[src/hw/rtl/cna_pkg.sv]
// ----------------------------------------------------------------------------
// cna_pkg: shared types and constants of the chunked node allocator
// widths, status and request codes, configuration register map and layout
// ----------------------------------------------------------------------------
package cna_pkg;

  localparam int THREADS     = 8;
  localparam int THR_W       = $clog2(THREADS);
  localparam int TID_W       = 4;
  localparam int CHUNK_LOG2  = 16;
  localparam int STACK_DEPTH = 16;
  localparam int STK_W       = $clog2(STACK_DEPTH);
  localparam int DEPTH_W     = $clog2(STACK_DEPTH + 1);
  localparam int SADDR_W     = $clog2(THREADS * STACK_DEPTH);
  localparam int ADDR_BITS   = 48;
  localparam int AW2         = ADDR_BITS + 2;   // room for carries past the top
  localparam int SAO_W       = 16;
  localparam int NPC_W       = 14;
  localparam int ALIGN_W     = 17;
  localparam int TOTAL_W     = 17;
  localparam int OCC_W       = 21;
  localparam int STATUS_W    = 3;
  localparam int REQ_W       = 2;

  // stream layout
  localparam int IN_BITS    = TID_W + 2 * ADDR_BITS + ALIGN_W;
  localparam int S_TDATA_W  = ((IN_BITS + 7) / 8) * 8;
  localparam int OUT_BITS   = ADDR_BITS + STATUS_W + OCC_W;
  localparam int M_TDATA_W  = ((OUT_BITS + 7) / 8) * 8;

  // configuration port
  localparam int PADDR_W = 6;
  localparam int PDATA_W = 64;

  localparam logic [ADDR_BITS-1:0] SPACE_LIMIT_RST = {ADDR_BITS{1'b1}};
  localparam logic [ADDR_BITS-1:0] START_OFFSET_RST = ADDR_BITS'(4096);
  localparam logic [SAO_W-1:0]     SAO_RST = '0;
  localparam logic [NPC_W-1:0]     NPC_RST = NPC_W'(8192);
  localparam logic [ADDR_BITS-1:0] NIL_RST = '0;

  typedef enum logic [REQ_W-1:0] {
    REQ_ALLOC_NODE = 2'd0,
    REQ_FREE_NODE  = 2'd1,
    REQ_ALLOC_DATA = 2'd2,
    REQ_RESERVED   = 2'd3
  } req_t;

  typedef enum logic [STATUS_W-1:0] {
    ST_OK          = 3'd0,
    ST_BAD_THREAD  = 3'd1,
    ST_BAD_ALIGN   = 3'd2,
    ST_NO_SPACE    = 3'd3,
    ST_NIL_IGNORED = 3'd4,
    ST_STACK_FULL  = 3'd5
  } status_t;

  typedef enum logic [2:0] {
    REG_SPACE_LIMIT  = 3'd0,
    REG_START_OFFSET = 3'd1,
    REG_SLOT_OFFSET  = 3'd2,
    REG_NODES_CHUNK  = 3'd3,
    REG_NIL_HANDLE   = 3'd4
  } reg_idx_t;

  typedef struct packed {
    logic [ADDR_BITS-1:0] space_limit;
    logic [ADDR_BITS-1:0] start_offset;
    logic [SAO_W-1:0]     slot_array_offset;
    logic [NPC_W-1:0]     slots_per_chunk;
    logic [ADDR_BITS-1:0] nil_handle;
  } cfg_t;

endpackage

[src/hw/rtl/cna_cfg_regs.sv]
// ----------------------------------------------------------------------------
// cna_cfg_regs: configuration registers of the chunked node allocator
// apb-style register file, 64-bit registers at byte address 8*index
// ----------------------------------------------------------------------------
module cna_cfg_regs (
  input  logic                         clk,
  input  logic                         rst,
  input  logic                         psel,
  input  logic                         penable,
  input  logic                         pwrite,
  input  logic [cna_pkg::PADDR_W-1:0]  paddr,
  input  logic [cna_pkg::PDATA_W-1:0]  pwdata,
  output logic [cna_pkg::PDATA_W-1:0]  prdata,
  output logic                         pready,
  output cna_pkg::cfg_t                cfg,
  output logic                         start_load
);
  import cna_pkg::*;

  logic     wr;
  reg_idx_t reg_idx;

  assign pready  = 1'b1;
  assign wr      = psel & penable & pwrite;
  assign reg_idx = reg_idx_t'(paddr[PADDR_W-1:3]);

  always_ff @(posedge clk) begin
    if (rst) begin
      cfg.space_limit       <= SPACE_LIMIT_RST;
      cfg.start_offset      <= START_OFFSET_RST;
      cfg.slot_array_offset <= SAO_RST;
      cfg.slots_per_chunk   <= NPC_RST;
      cfg.nil_handle        <= NIL_RST;
      start_load            <= 1'b0;
    end else begin
      start_load <= 1'b0;
      if (wr) begin
        unique case (reg_idx)
          REG_SPACE_LIMIT: cfg.space_limit <= pwdata[ADDR_BITS-1:0];
          REG_START_OFFSET: begin
            cfg.start_offset <= pwdata[ADDR_BITS-1:0];
            start_load       <= 1'b1;
          end
          REG_SLOT_OFFSET: cfg.slot_array_offset <= pwdata[SAO_W-1:0];
          REG_NODES_CHUNK: cfg.slots_per_chunk   <= pwdata[NPC_W-1:0];
          REG_NIL_HANDLE:  cfg.nil_handle        <= pwdata[ADDR_BITS-1:0];
          default: ;
        endcase
      end
    end
  end

  always_comb begin
    unique case (reg_idx)
      REG_SPACE_LIMIT:  prdata = PDATA_W'(cfg.space_limit);
      REG_START_OFFSET: prdata = PDATA_W'(cfg.start_offset);
      REG_SLOT_OFFSET:  prdata = PDATA_W'(cfg.slot_array_offset);
      REG_NODES_CHUNK:  prdata = PDATA_W'(cfg.slots_per_chunk);
      REG_NIL_HANDLE:   prdata = PDATA_W'(cfg.nil_handle);
      default:          prdata = '0;
    endcase
  end

endmodule

[config.mk]
export PLATFORM = sky130hd
export DESIGN_NAME = cna_cfg_regs
export DESIGN_NICKNAME = d
export VERILOG_FILES = /design/src/hw/rtl/cna_pkg.sv /design/src/hw/rtl/cna_cfg_regs.sv
export SDC_FILE = /design/constraint.sdc
export NUM_CORES = 1
export LEC_CHECK = 0
export ABC_AREA = 0
export BUFFER_PORTS_ARGS = -buffer_cell sky130_fd_sc_hd__buf_2
export CORE_MARGIN = 2
export CORE_UTILIZATION = 30
export CTS_CLUSTER_SIZE = 25
export DETAILED_ROUTE_END_ITERATION = 8
export GPL_ROUTABILITY_DRIVEN = 1
export SYNTH_ARGS = -nofsm -noshare
export SYNTH_HDL_FRONTEND = slang
export SYNTH_SLANG_ARGS = --single-unit
export TNS_END_PERCENT = 50
[constraint.sdc]
create_clock -name clk -period 1.77 [get_ports clk]
set_clock_uncertainty 0.2 [all_clocks]
set_input_delay 0.354 -clock clk [delete_from_list [all_inputs] [get_ports clk]]
set_output_delay 0.354 -clock clk [all_outputs]
set_load 0.1 [all_outputs]
Word-level counts from Yosys, hierarchy flattened
Cells that the tools add are included.
{ "op_classes": {"eq_ne": 4, "muxes": 2, "bitwise_logic": 3, "reduce_logical": 7} }
{ "op_table": {"columns": ["op", "n"], "rows": [
  ["$pmux W48 S5", 1],
  ["$reduce_and A2 Y1", 5],
  ["$eq A3 B2 Y1 const B", 2],
  ["$eq A3 B1 Y1 const B", 1],
  ["$eq A3 B3 Y1 const B", 1],
  ["$logic_not A3 Y1", 1],
  ["$and A1 B1 Y1", 2],
  ["$reduce_or A2 Y1", 1],
  ["$mux W1", 1],
  ["$not A1 Y1", 1]
]} }
{ "totals": {"reg_bits": 175, "in_bits": 75, "out_inout_bits": 240} }

Longest topological paths before layout
{ "depth": {"depth_word": 4, "depth_mapped": 6, "ltp_nobuf": 3} }

Worst setup path after synthesis
No wires, ideal clock.
{ "synth_path": {"kind": "flip-flop to output port", "start": "register cfg[54] (netlist name)", "end": "output port prdata[6] (netlist name)", "t_arrival_ns": 3.245, "setup_slack_ns": -2.029, "path_stages_with_launch": 3, "n_path_buf": 0, "path_cell_list": "dfxtp_1 > mux2i_1 > o21ai_0"} }
{ "synth_between": {"elab_chain_len": 1} }
{ "synth_lines": {"columns": ["element", "line", "source"], "rows": [
  ["from (decl)", "cna_cfg_regs.sv:15", "output cna_pkg::cfg_t cfg,"],
  ["$pmux W48 S5", "cna_cfg_regs.sv:54", "unique case (reg_idx)"],
  ["to (decl)", "cna_cfg_regs.sv:13", "output logic [cna_pkg::PDATA_W-1:0] prdata,"]
]} }
Every way passes these cells.

Final worst setup path
{ "layout_path": {"start": "input port paddr[5] (netlist name)", "end": "output port prdata[20] (netlist name)"} }
{ "layout_between": {"elab_chain_len": 2} }
{ "layout_lines": {"columns": ["element", "line", "source"], "rows": [
  ["from (decl)", "cna_cfg_regs.sv:11", "input logic [cna_pkg::PADDR_W-1:0] paddr,"],
  ["$eq A3 B3 Y1, or another cell as far along", "cna_cfg_regs.sv:54", null],
  ["$pmux W48 S5 (*)", "cna_cfg_regs.sv:54", null]
]} }
Every way passes the cells marked *; elsewhere a longest branch is shown, timed or not.

==> reports/results.ini <==
[status]
status=finished, violations left
violations=negative setup slack

[sta]
tightest_slew_ps=524
slew_headroom_pct=65.1
clock.fmax_mhz=491
holdWs_ps=8.99
slew_violations=0
fin_crit_ps=2030
setup_viol=48
rsz0062_at_grt=true
setup_ws_ps=-265
hold_viol_final=0
fin_crit_sh_pct=115

[critical_path]
critPathArrivalTime_ps=1480
critical_path.startpoint_type=input port
slowest_delay_ps=180
critPathMaxFanout=6
path_common_cell=buf_12
crit_required_ps=1220
path_class=input port to output pin
slowest_stage=buf_12
path_cells=buf_8 > buf_12 > nor2b_4 > buf_12 > buf_12 > buf_12 > a2bb2oi_4 > nor2_4 > buf_12
end_kind=output pin

[finish]
diodes=0
synthToLayoutAreaGrowth_pct=62.2
final_area_um2=13900
fillers=2547
layout-drive-gt1-share_pct=45.3
nets=1281
final_common_cell=mux2i_1
most-common-layout-cells=mux2i_1 (221), buf_4 (199), nand2b_1 (172), nor2_1 (98), dfxtp_1 (86)
fin_cells=1597

[synthesis]
synth.distinct_cells=26
avgSynthCellArea_um2=9.66
synth_top_area_cell=dfxtp_1
synthTopCellsByArea=dfxtp_1 (41%), mux2i_1 (28%), nand2b_1 (13%), nor2_1 (5.7%), a2bb2oi_1 (3.4%)
netlist_area_um2=8550
ys_seq_area_share_pct=41.0
synth.top_cell.area_share_pct=41.0
synth_warnings=0
synth_cells=885
synth-seq-cells=175

[clock_tree]
worstSkewPairLatency_ps=420
clkSlewWorstSetupHoldPaths_ps=80
cts-root-buf=clkbuf_16
tritoncts=done
clockBufferDepth=2
numCtsBuffers=17
clock_sinks=175
htree_levels=4

[placement]
io_buffers=278
gp_congestion=0.750
pre_cts_slack_ps=-344
placed_area_um2=12200
dpl.cell_count=1525
dp_hpwl_mm=19.3

[pwr]
max-vdd-ir-drop_mv=0.374
power.leakage_uw=0.00611
netSwitchingFraction_pct=32.0
p_int_uw=6610
clkPwrFrac_pct=37.9
p_seq_share_pct=40.5
comb_power_share_pct=21.6
switching_power_uw=3110
power_density_nw_per_um2=701

[global_routing]
met3_usage_pct=4.75
top_usage_layer=met2
overflow=0
grt_pass1_vias=7639
use_met2_pct=31.0
met1_usage_pct=21.7
antenna_found_initial=1
grt_pass1_wl_mm=42.7
grt_usage_pct=17.9
grt_max_degree=35

[drt]
vias_per_cell=4.65
wirelength_mm=27.2
postRouteAntennaNets=0
drt_iter0_drc=306
vias=7425
dr.pass1.iters=4
drc=0
drt-wirelength-per-cell_um=17.1

[floorplanning]
start_util_pct=30.6
io_pins=315
coreArea_um2=27900
die-area_um2=29900
fp-row-count=61
fp.dieW_um=173
dieHeight_um=173

[worst_hold_path]
worstHoldPathType=input port to register

[run]
maxCapViolCount=0

final cells by class:
type,count,area (um2),share of cell area [%]
clock inverters,13,114,0.821
repair buffers,377,3800,27.4
clock buffers,19,443,3.19
well taps,378,473,3.41
multi-input cells,635,5320,38.4
flip-flops and latches,175,3710,26.8
worst paths after layout:
path,from,end,slack [ps],cells past startpoint
hold / removal,pwdata[46],cfg[172]$_SDFFE_PP1P_,9,3
setup / recovery,paddr[5],prdata[20],-260,9
hold reg to reg,cfg[89]$_SDFFE_PP0P_,cfg[89]$_SDFFE_PP0P_,280,2
setup reg to reg,cfg[5]$_SDFFE_PP0P_,cfg[5]$_SDFFE_PP0P_,890,2
flip-flops by register name (all words and copies together) (netlist names):
signal,flops
cfg,174
start_load,1
per-layer routing:
| layer | wire (um) | vias up |
|---|---|---|
| met5 | 16 | - |
| met1 | 11900 | 3543 |
| met2 | 13300 | 223 |
| met4 | 512 | 2 |
| met3 | 1530 | 34 |
| li1 | - | 3623 |
power groups by stage:
stage	sequential [uW]	clock (uW)	combinational (uW)
floorplan	4230	0	1250
global placement	4030	0	1950
detailed placement	4030	0	1960
CTS	3940	3760	2080
global route	3940	3920	2180
finish	3940	3680	2100
cell families after synthesis:
logic type | count (synthesis) | synth area share (%)
AOI/OAI and AO/OA | 63 | 5.80
muxes | 236 | 27.6
other | 2 | 0.0879
DFF | 175 | 41.0
and+or+nand+nor | 319 | 19.9
buffers and inverters | 90 | 5.53
stage by stage:
step,setup TNS [ps],power [uW],util [%]
after CTS,-11470,9770,49.0
final,-10770,9720,49.6
after global routing,-13100,10000,49.6
after floorplan,-28980,5480,-
after global placement,-46100,5970,43.8
after detailed placement,-49650,5980,43.8
what timing repair did:
action | 4_1_cts | 5_1_grt
hold buffers | 28 | 0
pin swaps | 24 | 11
endpoints found under the setup margin | 211 | 76
endpoints found under the hold margin | 31 | 0
setup buffers | 5 | 4
gates cloned | 2 | 1
resized for setup | 188 | 52
Yosys cell counts (all sizes together):
| library cell | number |
|---|---|
| mux2i | 236 |
| nor2 | 130 |
| o21a | 1 |
| nand4b | 1 |
| o211ai | 2 |
| nand3b | 5 |
| o22ai | 12 |
| dfxtp | 175 |
| a2bb2oi | 33 |
| nor3 | 1 |
| conb | 2 |
| nand4 | 1 |
| nand2b | 173 |
| o21ai | 2 |
| or2 | 1 |
| nand3 | 1 |
| buf | 52 |
| o2bb2ai | 1 |
| clkbuf | 38 |
| and4b | 1 |
| a21o | 12 |
| nor2b | 3 |
| nor3b | 2 |
worst max-delay path, delay by kind of cell:
kind,cells,cell delay (ps)
compound gates,1,60
simple gates,2,220
buf+inv,6,810
No activity file was read; power rests on OpenSTA's default activity.
